--- src/hdl/no_wait_flow_shop_makespan_core_macros.svh ---
// ----------------------------------------------------------------------------
// no_wait_flow_shop_makespan_core_macros.svh
// Assertion macros shared by the flow-shop timing core.
// ----------------------------------------------------------------------------
`ifndef NO_WAIT_FLOW_SHOP_MAKESPAN_CORE_MACROS_SVH
`define NO_WAIT_FLOW_SHOP_MAKESPAN_CORE_MACROS_SVH

// Same-cycle implication, sampled on clk, off during rst.
`define NWFS_ASSERT_NOW(label, ante, cons) \
  label: assert property (@(posedge clk) disable iff (rst) (ante) |-> (cons)) \
    else $error("nwfs assertion failed");

// Next-cycle implication, sampled on clk, off during rst.
`define NWFS_ASSERT_NEXT(label, ante, cons) \
  label: assert property (@(posedge clk) disable iff (rst) (ante) |=> (cons)) \
    else $error("nwfs assertion failed");

`endif

--- src/hdl/nwfs_pkg.sv ---
// ----------------------------------------------------------------------------
// nwfs_pkg
// Types and constants for the no-wait flow-shop timing core.
// ----------------------------------------------------------------------------
package nwfs_pkg;

  localparam int MAX_STATIONS_DEF = 64;
  localparam int CNT_W   = 13;  // holds a station count up to 8191
  localparam int CFG_W   = 7;
  localparam int IDX_W   = 6;
  localparam int AMT_W   = 16;
  localparam int PROD_W  = 32;
  localparam int TIME_W  = 48;
  localparam int ACC_W   = 49;  // stored time plus the sum of all products

  localparam logic OP_LOAD = 1'b0;
  localparam logic OP_JOB  = 1'b1;

  // Token that walks down the row of cells.
  typedef struct packed {
    logic              valid;
    logic              pass2;   // 0: sums and shift, 1: write back
    logic [ACC_W-1:0]  acc;
    logic [TIME_W-1:0] shift;
    logic              ovf;
    logic [TIME_W-1:0] result;
  } token_t;

  // Broadcast control from the sequencer to every cell.
  typedef struct packed {
    logic             load;
    logic [IDX_W-1:0] load_idx;
    logic [AMT_W-1:0] amount;
    logic             prep;
    logic             clear;
    logic [CNT_W-1:0] n_eff;
  } cell_ctl_t;

endpackage

--- src/hdl/nwfs_cell.sv ---
// ----------------------------------------------------------------------------
// nwfs_cell
// One station: holds its speed and last finish time, updates the walking token.
// ----------------------------------------------------------------------------
module nwfs_cell #(
  parameter int IDX = 0
) (
  input  logic                        clk,
  input  logic                        rst,
  input  nwfs_pkg::cell_ctl_t         ctl,
  input  nwfs_pkg::token_t            tok_in,
  output nwfs_pkg::token_t            tok_out,
  output logic [nwfs_pkg::TIME_W-1:0] finish_out
);

  localparam logic [nwfs_pkg::CNT_W-1:0] POS = nwfs_pkg::CNT_W'(IDX);

  logic [nwfs_pkg::AMT_W-1:0]  speed;
  logic [nwfs_pkg::PROD_W-1:0] prod;
  logic [nwfs_pkg::TIME_W-1:0] finish;
  logic [nwfs_pkg::ACC_W-1:0]  times;

  logic                        en;
  logic                        is_last;
  logic                        ld_hit;
  logic [nwfs_pkg::ACC_W-1:0]  acc_sum;
  logic [nwfs_pkg::TIME_W-1:0] diff;
  logic                        behind;
  logic [nwfs_pkg::TIME_W+1:0] t_full;
  logic                        sat;
  logic [nwfs_pkg::TIME_W-1:0] t_sat;
  nwfs_pkg::token_t            tok_next;

  assign en      = POS < ctl.n_eff;
  assign is_last = POS == (ctl.n_eff - nwfs_pkg::CNT_W'(1));
  assign ld_hit  = POS == nwfs_pkg::CNT_W'(ctl.load_idx);

  assign acc_sum = tok_in.acc + nwfs_pkg::ACC_W'(prod);
  // shortfall of the incoming leave time against this station's last finish
  assign behind  = {1'b0, finish} > tok_in.acc;
  assign diff    = finish - tok_in.acc[nwfs_pkg::TIME_W-1:0];

  assign t_full = {1'b0, times} + {2'b00, tok_in.shift};
  assign sat    = |t_full[nwfs_pkg::TIME_W+1:nwfs_pkg::TIME_W];
  assign t_sat  = sat ? '1 : t_full[nwfs_pkg::TIME_W-1:0];

  always_comb begin
    tok_next = tok_in;
    if (tok_in.valid && !tok_in.pass2) begin
      tok_next.acc = acc_sum;
      if (en && behind && (diff > tok_in.shift)) begin
        tok_next.shift = diff;
      end
    end else if (tok_in.valid && en) begin
      tok_next.ovf = tok_in.ovf | sat;
      if (is_last) begin
        tok_next.result = t_sat;
      end
    end
  end

  always_ff @(posedge clk) begin
    if (ctl.load && ld_hit) begin
      speed <= ctl.amount;
    end
    if (ctl.prep) begin
      prod <= nwfs_pkg::PROD_W'(ctl.amount) * nwfs_pkg::PROD_W'(speed);
    end
    if (tok_in.valid && !tok_in.pass2) begin
      times <= acc_sum;
    end
  end

  always_ff @(posedge clk) begin
    if (rst) begin
      finish        <= '0;
      tok_out.valid <= 1'b0;
    end else begin
      if (ctl.clear) begin
        finish <= '0;
      end else if (tok_in.valid && tok_in.pass2 && en) begin
        finish <= t_sat;
      end
      tok_out <= tok_next;
    end
  end

  assign finish_out = finish;

endmodule
--- config.mk ---
export PLATFORM = sky130hd
export DESIGN_NAME = nwfs_cell
export DESIGN_NICKNAME = d
export VERILOG_FILES = /design/src/hdl/no_wait_flow_shop_makespan_core_macros.svh /design/src/hdl/nwfs_pkg.sv /design/src/hdl/nwfs_cell.sv
export SDC_FILE = /design/constraint.sdc
export NUM_CORES = 1
export LEC_CHECK = 0
export BUFFER_PORTS_ARGS = -buffer_cell sky130_fd_sc_hd__buf_2
export CORE_ASPECT_RATIO = 1.1
export CORE_MARGIN = 2
export CORE_UTILIZATION = 35
export CTS_BUF_LIST = sky130_fd_sc_hd__clkbuf_16
export DETAILED_ROUTE_END_ITERATION = 7
export PLACE_DENSITY = 0.63
export SETUP_SLACK_MARGIN = 0.2
export SYNTH_ARGS = -nofsm -noshare
export SYNTH_HDL_FRONTEND = slang
export SYNTH_SLANG_ARGS = --single-unit
--- constraint.sdc ---
create_clock -name clk -period 9.4 [get_ports clk]
set_input_delay 2.82 -clock clk [delete_from_list [all_inputs] [get_ports clk]]
set_output_delay 2.82 -clock clk [all_outputs]
set_load 0.05 [all_outputs]
# Yosys cells after proc, flatten, opt, wreduce, memory -nomap -nowiden
# Cells that the tools add are included.
# op_classes
n_bitwise,1
n_mul,1
magnitude_cmp,3
div_mod_pow,0
shift,0
add_sub_neg,4
n_mux,6
reduce_logical,12
n_eq_ne,0
# op_table
cell,count
$mux W48,3
$mux W49,2
$mux W97,1
$add A49 B48 Y50,1
$add A49 B32 Y49,1
$gt A48 B49 Y1,1
$gt A48 B48 Y1,1
$sub A48 B48 Y48,1
$mul A16 B16 Y32,1
$logic_not A13 Y1,1
$lt A1 B13 Y1 const A,1
$sub A13 B1 Y13 const B,1
$logic_and A1 B1 Y1,7
$logic_not A6 Y1,1
$reduce_or A2 Y1,2
$logic_not A1 Y1,1
$or A1 B1 Y1,1
# word_totals
mem_bits_rw,0
mem_count,0
romBits,0
register_bits,293
wordCells,37
inputBits,188
latch_bits,0
output_inout_bits,196

# Longest topological paths before layout
# Gate-level depths: netlist of the first run.
# logic_depth
ltp_word,6
mapped_depth,25
depth_no_buf,23

# Least setup slack after synthesis of the first run
# OpenSTA, ideal clock, no wires.
# synth_timing
path_type,input port to flip-flop
from,input ctl[20] (netlist bit)
to,register prod[25] (netlist bit) (data pin)
arrival_ps,8583
required_time_ps,9141
path_slack_ps,558
cell_stages,24
n_path_buf,1
setup_ps,259
cell_sequence,clkbuf_1 > nand2_1 > fa_1 > inv_1 > fa_1 > inv_1 > fa_1 > inv_1 > fa_1 > fa_1 > inv_1 > fa_1 > inv_1 > ha_1 > a21o_1 > a31o_2 > nor3_1 > a211oi_1 > o41ai_1 > nand2_1 > and2_1 > a21o_1 > a21oi_1 > xnor2_1
# synth_between
elab_chain_cells,1
# synth_lines
item,line_no,rtl
start: declaration,nwfs_cell.sv:10,"input nwfs_pkg::cell_ctl_t ctl,"
$mul A16 B16 Y32,nwfs_cell.sv:67,prod <= nwfs_pkg::PROD_W'(ctl.amount) * nwfs_pkg::PROD_W'(speed);
end signal: assignment,nwfs_cell.sv:67,
end: declaration,nwfs_cell.sv:19,logic [nwfs_pkg::PROD_W-1:0] prod;
# No other way between the ends.
# A chain may end at the register's enable or synchronous reset.

# Worst setup path after layout of the first run
# layout_timing
from,input ctl[22] (netlist bit)
to,register prod[30] (netlist bit) (data pin)
# Same word-level chain as after synthesis.

==> metrics, run 1 <==
status finished, final reports clean; period utilisation layout 0.914; Critical Path RT 9.69 ns; Die H 299 um; Max clock buf depth 3; sw frac 0.427; CP startpoint kind input pin; Rows 108; Synth-to-Final Area Change 15.3%; clk slew on worst S/H paths 0.06 ns; WHS 0.576 ns; placed cell count 4,262; share of the synthesized area in the top cell type 0.264; via count 22,700; first-pass GRT wire length 136,000 um; Root Driver clkbuf_16; count of final hold-check violations 0; Post-Synth Adder-Cell Area 0.269; Synth top cells by count inv_1 (361), ha_1 (280), nand2_1 (272), a21oi_1 (248), edfxtp_1 (244); Mapped Cells 2,908; count of flip-flops with a built-in enable after synthesis 244; min Tclk post-route 8.59 ns; main combinational cell family by area after synthesis adder cells; CP Capture Type register; final setup margin 0.807 ns; Final GP Congestion 0.988; vias in the first global route 22,700; Synth area leaders edfxtp_1 (26%), fa_1 (14%), ha_1 (13%); Pre-antenna DRT Iters 5; Port Buffers 383; CTS tree yes; GR Overflow Total 0; hold crit path type register to register; Worst-Margin Slew 1.20 ns; number of hold buffers added after CTS 0; asr flop ratio synth 0; Worst Clk Skew 0.0403 ns; hpwl dp 74,800 um; P per Cell Area 226 nW/um^2; nets@finish 3,922; setup TNS 0 ns; Compound-Gate Fraction of Synth Area 0.155; initial antenna violation count 18; P_int 4150 uW; arrival time at the worst endpoint 8.88 ns; initial core utilization 0.353; Reg area 8310 um^2; Fmax 116 MHz; PostCTS Resize Cnt 0; post-synthesis mux area share 0.0254; slew margin rel. 0.194; largest net degree at the start of global routing 83; GRT Total Usage 0.220; Synth area leader edfxtp_1; non-filler cells, final 4,336; RSZ-0062 raised after global routing no; detailed-route wire length 91,500 um; Post-Synth Simple-Gate Area 0.130; Synth Flop Type edfxtp_1; drt initial violations 1,723; cts bufs inserted 38; synthesized flop and latch total 293; Place WS 0.227 ns; clk sinks 293; Post-CTS Setup Inserts 0; clock network fraction of total power 0.206; Worst Path Max Fanout 17; Cell variety after synth 81; worst setup path class input pin to register; Fill cells 7,883; switching power 3090 uW; DRC 0; Netlist Area Pre-Place 27,700 um^2; Flop pwr share 0.254; Seq/Total Area, Yosys 0.300; drt via density 5.23; Top Ports 384; layout cells sized above 1 0.170; VDD IR max 0.164 mV; Avg Inst Size Synth 9.54 um^2; Gate power share 0.541; Core Area 78,600 um^2; H-tree depth 2; most numerous cell in the Yosys netlist inv_1; Yosys warning count 0; Slew Viols, Final 0; Die ar. 81,500 um^2; net count after synthesis 3,573; Max-Cap Viols 0; Routed WL per cell 21.1 um; post-route ant nets 0; Clock Latency Late Sink 0.57 ns; leak pwr 0.0146 uW; multi-input logic area 17,600 um^2; Synth Area in XOR/XNOR 0.0553; final setup fails 0; Die Wd 272 um
cells in the final DEF (no fill, tap or decap), drive strengths merged, types with 13 or more instances in the layout:
cell type and instances:
ha 280, a21oi 260, nand3 41, xor2 55, edfxtp 244, and2 126
xnor2 120, a21o 83, nand2b 13, a31oi 22, o21bai 31, nand4 37
buf 408, o21a 23, nor3 40, o21ai 156, o211ai 17, nor2b 19
nand2 272, clkbuf 39, nor2 143, clkinv 13, fa 197, inv 368
a211oi 27, and3 15, dfxtp 49, mux2 58
sequential cells by signal (all words and copies together), names as in the netlist:
signal / flops
prod: 32
speed: 16
tok_out: 148
finish_out: 48
times: 49
layer usage:
layer	wire [um]	vias to the layer above	GRT usage
li1	-	10800	-
met2	44000	806	0.377
met5	131	-	0
met3	5940	240	0.0415
met4	5320	22	0.115
met1	36100	10900	0.262
final timing paths:
kind / cells after the start / to / startpoint / slack (ns)
max reg2reg: 23 / prod[29]$_DFFE_PP_ / speed[9]$_DFFE_PP_ / 2.53
min reg2reg: 2 / finish_out[26]$_SDFFE_PP0P_ / finish_out[26]$_SDFFE_PP0P_ / 0.58
max: 22 / prod[30]$_DFFE_PP_ / ctl[22] / 0.81
min: 2 / finish_out[26]$_SDFFE_PP0P_ / finish_out[26]$_SDFFE_PP0P_ / 0.58
critical path, stage by stage:
cell and delay (ns):
buf_2 0.21, and2_1 0.20, fa_1 0.54, inv_1 0.06
fa_1 0.50, fa_1 0.52, inv_1 0.05, fa_1 0.46
fa_1 0.54, inv_1 0.05, fa_1 0.52, inv_1 0.04
ha_1 0.34, and3_1 0.22, nand2_1 0.07, o31ai_1 0.50
o211ai_1 0.17, a21oi_1 0.25, a31oi_1 0.14, o311ai_0 0.38
a21oi_1 0.14, xnor2_1 0.14
stage by stage:
step	cell area [um^2]	utilization	total power, uW
after CTS	32000	0.407	7290
final	32000	0.407	7240
after floorplan	27700	-	4740
after global placement	30700	0.391	5730
after detailed placement	30700	0.391	5770
after global routing	32000	0.407	7800
logic make-up after synthesis:
group | count (synthesis)
buf+inv | 460
flops | 293
compound gates | 690
simple gates | 750
mux | 63
fa+ha+maj | 477
xor+xnor | 175
layout make-up:
type / count / area share
Antenna cell: 5 / 0.000391
Clock buffer: 39 / 0.0305
Clock inverter: 30 / 0.00849
Inverter: 361 / 0.0426
Multi-Input combinational cell: 2155 / 0.551
Sequential cell: 293 / 0.260
Tap cell: 1045 / 0.0409
Timing Repair Buffer: 408 / 0.0662
power by group through the flow:
stage / combinational (uW) / sequential [uW] / clock, uW
after floorplan: 2690 / 2050 / 0
after global placement: 3860 / 1860 / 0
after detailed placement: 3900 / 1860 / 0
after CTS: 3930 / 1840 / 1520
after global routing: 4380 / 1850 / 1570
final: 3920 / 1840 / 1490
No activity file was read; power rests on OpenSTA's default activity.
==> run 2, diff against run 1 <==
- CORE_MARGIN: 2 -> 1.5
==> run 2 against run 1 <==
  * Non-clock buffer count rose by 2
  * Register-to-register slack got worse by 0.05 ns
  * Flip-flop and latch count did not move
  * Clock-buffer cell count rose by 1
  * Clock skew fell by 0.0080 ns
  * Combinational power barely moved
  * Via count barely moved
  * Setup slack got worse by 0.033 ns
  * Routed wire length rose by 1.4%
  * Critical path depth rose by 1
  * Cell area rose by 0.29%
  * Clock power rose by 4%
  * Largest cell class unchanged
  * Largest power group unchanged
==> metrics, run 2 (synthesis gave the netlist of run 1 again) <==
status finished, final reports clean; Gate power share 0.537 (-0.004); final setup fails 0 (unchanged); Rows 108 (unchanged); drt via density 5.23 (about the same); Fill cells 7,817 (-0.84%); number of hold buffers added after CTS 0 (unchanged); Worst Clk Skew 0.0323 ns (-0.00801 ns); Die H 298 um (-0.33%); initial core utilization 0.353 (unchanged); detailed-route wire length 92,800 um (+1.4%); P_int 4220 uW (+1.7%); VDD IR max 0.142 mV (-14%); switching power 3090 uW (-0.25%); hpwl dp 75,500 um (+0.93%); Worst-Margin Slew 1.11 ns (-0.0878 ns); P per Cell Area 228 nW/um^2 (+0.59%); Max clock buf depth 3 (unchanged); via count 22,700 (-0.0044%); clk slew on worst S/H paths 0.05 ns (about the same); PostCTS Resize Cnt 0 (unchanged); clk sinks 293 (unchanged); H-tree depth 2 (unchanged); count of final hold-check violations 0 (unchanged); Reg area 8310 um^2 (unchanged); Top reg by flops tok_out; vias in the first global route 22,800 (+0.26%); hold crit path type register to register; Port Buffers 383 (unchanged); clock network fraction of total power 0.212 (+0.006); GR Overflow Total 0 (unchanged); final setup margin 0.774 ns (-0.0329 ns); most used cell along the critical path fa_1; Clock Latency Late Sink 0.57 ns (about the same); CP Capture Type register; Pre-antenna DRT Iters 5 (unchanged); nets@finish 3,925 (+0.076%); Worst Path Max Fanout 17 (unchanged); Post-CTS Setup Inserts 0 (unchanged); Worst Path Buf+Inv 5 (unchanged); Core Area 78,600 um^2 (unchanged); post-route ant nets 0 (unchanged); slew margin rel. 0.253 (+0.0590); Die Wd 271 um (-0.37%); CP delay by family, top adder cells; cts bufs inserted 39 (+2.6%); CP max stage delay 0.55 ns (about the same); largest net degree at the start of global routing 88 (+6.0%); Max-Cap Viols 0 (unchanged); Place WS 0.198 ns (-0.0284 ns); CTS tree yes; RSZ-0062 raised after global routing no; critical-path cell list buf_2 > and2_1 > fa_1 > inv_1 > fa_1 > fa_1 > inv_1 > fa_1 > fa_1 > inv_1 > fa_1 > inv_1 > ha_1 > a21o_1 > a31o_2 > nor3_1 > a211oi_1 > o41ai_1 > nand2_1 > a21oi_1 > o21bai_1 > a21oi_1 > xnor2_1; commonest non-fill, non-tap cell in the layout buf_2; Final GP Congestion 0.967 (-2.1%); DRC 0 (unchanged); Flop pwr share 0.251 (-0.003); period utilisation layout 0.918 (+0.00350); sw frac 0.422 (-0.00479); Synth-to-Final Area Change 15.7%; multi-input logic area 17,600 um^2 (unchanged); first-pass GRT wire length 138,000 um (+1.2%); leak pwr 0.0147 uW (+0.39%); Routed WL per cell 21.4 um (+1.3%); max FFs per register 148 (unchanged); layout cells sized above 1 0.170 (+0.000758); initial antenna violation count 16 (-2); Slew Viols, Final 0 (unchanged); GRT Total Usage 0.224 (+0.00362); setup TNS 0 ns (unchanged); Root Driver clkbuf_16; Critical Path RT 9.70 ns (about the same); most frequent cells in the layout buf_2 (383), inv_1 (365), ha_1 (280); worst setup path class input pin to register; Die ar. 80,900 um^2 (-0.70%); Fmax 116 MHz (-0.38%); min Tclk post-route 8.63 ns (+0.0329 ns); CP startpoint kind input pin; Top Ports 384 (unchanged); drt initial violations 1,457 (-15%); Slowest-stage cell, CP fa_1; arrival time at the worst endpoint 8.92 ns (+0.04 ns)
[run 2: changes by cell type in the layout (fill, tap and decap cells not counted), sizes merged]
cell / delta
diode: +1
clkinv: -1
bufinv: +2
clkinvlp: -1
buf: +2
clkbuf: +1
[run 2: worst paths after layout]
path,startpoint,endpoint,slack (ns),cells past startpoint
min reg2reg,finish_out[24]$_SDFFE_PP0P_,finish_out[24]$_SDFFE_PP0P_,0.58,2
min,finish_out[24]$_SDFFE_PP0P_,finish_out[24]$_SDFFE_PP0P_,0.58,2
max,ctl[21],prod[29]$_DFFE_PP_,0.77,23
max reg2reg,speed[9]$_DFFE_PP_,prod[29]$_DFFE_PP_,2.48,23
[run 2: routing by layer]
layer  up-vias  track usage  routed length [um]
met3       210       0.0434                5660
met2       699        0.391               45200
met4        18        0.101                4620
met5         -            0                 116
li1      10800            -                   -
met1     11000        0.264               37200
[run 2: through the flow]
stage | instances | utilization | hold slack [ns] | power, uW | cell area [um^2]
6_report | 4340 | 0.408 | 0.578 | 7310 | 32100
3_3_place_gp | 4264 | 0.391 | 0.559 | 5740 | 30700
4_1_cts | 4334 | 0.408 | 0.579 | 7350 | 32100
2_1_floorplan | 2908 | - | 0.535 | 4740 | 27700
3_5_place_dp | 4264 | 0.391 | 0.567 | 5760 | 30700
5_1_grt | 4339 | 0.408 | 0.592 | 7850 | 32100
[run 2: worst min-delay path, delay by kind of cell (launching register included)]
kind	cells	cell delay [ns]
flip-flops	1	0.34
AO/OA/AOI/OAI	2	0.21
[run 2: cell type report]
cell class / count / area share
clock inverter: 30 / 0.00999
antenna: 6 / 0.000468
clock buffer: 40 / 0.0312
multi-input combinational: 2155 / 0.550
inverter: 361 / 0.0425
sequential: 293 / 0.259
tap: 1045 / 0.0408
timing repair buffer: 410 / 0.0665
[run 2: power by group through the flow]
stage / logic [uW] / registers (uW) / clock network [uW]
floorplan: 2690 / 2050 / 0
global placement: 3880 / 1860 / 0
detailed placement: 3900 / 1860 / 0
CTS: 3930 / 1840 / 1590
global route: 4370 / 1850 / 1630
finish: 3920 / 1830 / 1550
==> run 3, diff against run 2 <==
- CORE_UTILIZATION: 35 -> 50
- PLACE_DENSITY: 0.63 -> 0.81
==> run 3 against run 2 <==
  * Register-to-register slack worse by 0.08 ns
  * Combinational power about the same
  * Critical path depth up 2
  * Cell area down 1.8%
  * Clock power down 12%
  * Utilization up 17 points
  * Critical endpoint unchanged
  * Largest power group unchanged
==> metrics, run 3 (synthesis gave the netlist of run 1 again) <==
status finished, final reports clean; final setup fails 0 (unchanged); slew margin rel. 0.190 (-0.0632); via count 23,200 (+2.1%); Core Area 54,800 um^2 (-30%); VDD IR max 0.192 mV (+35%); most frequent cells in the layout buf_2 (383), inv_1 (364), ha_1 (280); leak pwr 0.0146 uW (-0.73%); GR Overflow Total 0 (unchanged); Synth-to-Final Area Change 13.6%; drt initial violations 1,962 (+35%); arrival time at the worst endpoint 9.00 ns (+0.08 ns); Root Driver clkbuf_16; post-route ant nets 0 (unchanged); Port Buffers 383 (unchanged); CP Capture Type register; Slowest-stage cell, CP fa_1; clk slew on worst S/H paths 0.06 ns (about the same); Critical Path RT 9.69 ns (about the same); Top reg by flops tok_out; Final GP Congestion 1.01 (+4.4%); Die ar. 56,900 um^2 (-30%); vias in the first global route 22,700 (-0.45%); most used cell along the critical path fa_1; largest net degree at the start of global routing 88 (unchanged); Slew Viols, Final 0 (unchanged); count of final hold-check violations 0 (unchanged); Pwr Total 7140 uW (-2.3%); Post-CTS Setup Inserts 0 (unchanged); PostCTS Resize Cnt 0 (unchanged); nets@finish 3,920 (-0.13%); H-tree depth 2 (unchanged); min Tclk post-route 8.71 ns (+0.0819 ns); setup TNS 0 ns (unchanged); Worst Path Buf+Inv 7 (+2); worst setup path class input pin to register; WHS 0.583 ns (+0.00519 ns); Worst Path Max Fanout 17 (unchanged); CP delay by family, top adder cells; Die H 250 um (-16%); commonest non-fill, non-tap cell in the layout buf_2; CP max stage delay 0.56 ns (about the same); Die Wd 228 um (-16%); Top Ports 384 (unchanged); hold crit path type register to register; detailed-route wire length 87,000 um (-6.3%); CP startpoint kind input pin; cts bufs inserted 36 (-7.7%); GRT Total Usage 0.302 (+0.0782); Max clock buf depth 3 (unchanged); CTS tree yes; RSZ-0062 raised after global routing no; period utilisation layout 0.926 (+0.00872); P per Cell Area 227 nW/um^2 (-0.53%); layout cells sized above 1 0.168 (-0.00238); Max-Cap Viols 0 (unchanged); Fmax 115 MHz (-0.94%); clk sinks 293 (unchanged); hpwl dp 70,200 um (-7.0%); number of hold buffers added after CTS 0 (unchanged); initial antenna violation count 17 (+1); Routed WL per cell 21.6 um (+0.93%); Rows 90 (-17%); Clock Latency Late Sink 0.56 ns (about the same); DRC 0 (unchanged); Worst Clk Skew 0.0215 ns (-0.0108 ns); Pre-antenna DRT Iters 6 (+1); drt via density 5.75 (+9.9%); max FFs per register 148 (unchanged); first-pass GRT wire length 130,000 um (-5.7%); Fill cells 4,740 (-39%); Worst-Margin Slew 1.21 ns (+0.102 ns); initial core utilization 0.506 (+0.153)
## run 3: changes by cell type in the layout (fill, tap and decap cells not counted), moves of 3 or more
cell       previous run  this run
clkinv_2              7         4
clkinv_1              3         6
bufinv_16             6         2
diode_2               6        13
inv_6                 2         8
clkbuf_16            40        37
## run 3: metrics by stage
stage,area [um^2],cells,util,setup WS (ns)
4_1_cts,31500,4018,0.574,0.724
3_5_place_dp,30300,3953,0.553,0.146
3_3_place_gp,30300,3953,0.553,0.288
2_1_floorplan,27700,2908,-,0.558
6_report,31500,4031,0.574,0.692
5_1_grt,31500,4025,0.574,0.419
## run 3: per-layer routing
layer	global-route usage	part of all wire
met1	0.358	0.38
met2	0.515	0.49
met3	0.0577	0.076
met4	0.159	0.055
met5	0	0.00092
## run 3: cell type report
type	count	area, um^2	area share
clock inverters	28	216	0.00687
diodes	13	32.5	0.00103
repair buffers	408	2100	0.0668
inverters	361	1360	0.0432
multi-input cells	2155	17600	0.560
clock buffers	37	926	0.0294
flip-flops and latches	293	8310	0.264
well taps	736	921	0.0292
## run 3: path summary, 6_finish.rpt
| kind | slack, ns | depth (start not counted) | endpoint | startpoint |
|---|---|---|---|---|
| max | 0.69 | 25 | prod[29]$_DFFE_PP_ | ctl[20] |
| min | 0.58 | 2 | finish_out[39]$_SDFFE_PP0P_ | finish_out[39]$_SDFFE_PP0P_ |
| max reg2reg | 2.40 | 24 | prod[29]$_DFFE_PP_ | speed[9]$_DFFE_PP_ |
| min reg2reg | 0.58 | 2 | finish_out[39]$_SDFFE_PP0P_ | finish_out[39]$_SDFFE_PP0P_ |
## run 3: worst reg2reg max path: cells and delay by family (launching register included)
kind	cells	cell delay, ns
AOI/OAI and AO/OA	7	1.54
adders and majority gates	7	3.43
buffers and inverters	6	0.44
and+or+nand+nor	3	0.45
xor gates and xnor gates	1	0.10
DFF	1	0.79
## run 3: where the power goes
group	leakage, uW	internal [uW]	switching [uW]	total [uW]
Sequential	0.00276	1740	78.4	1820
Clock	0.000568	780	590	1370
Combinational	0.0112	1540	2410	3940
Total	0.0146	4060	3070	7140
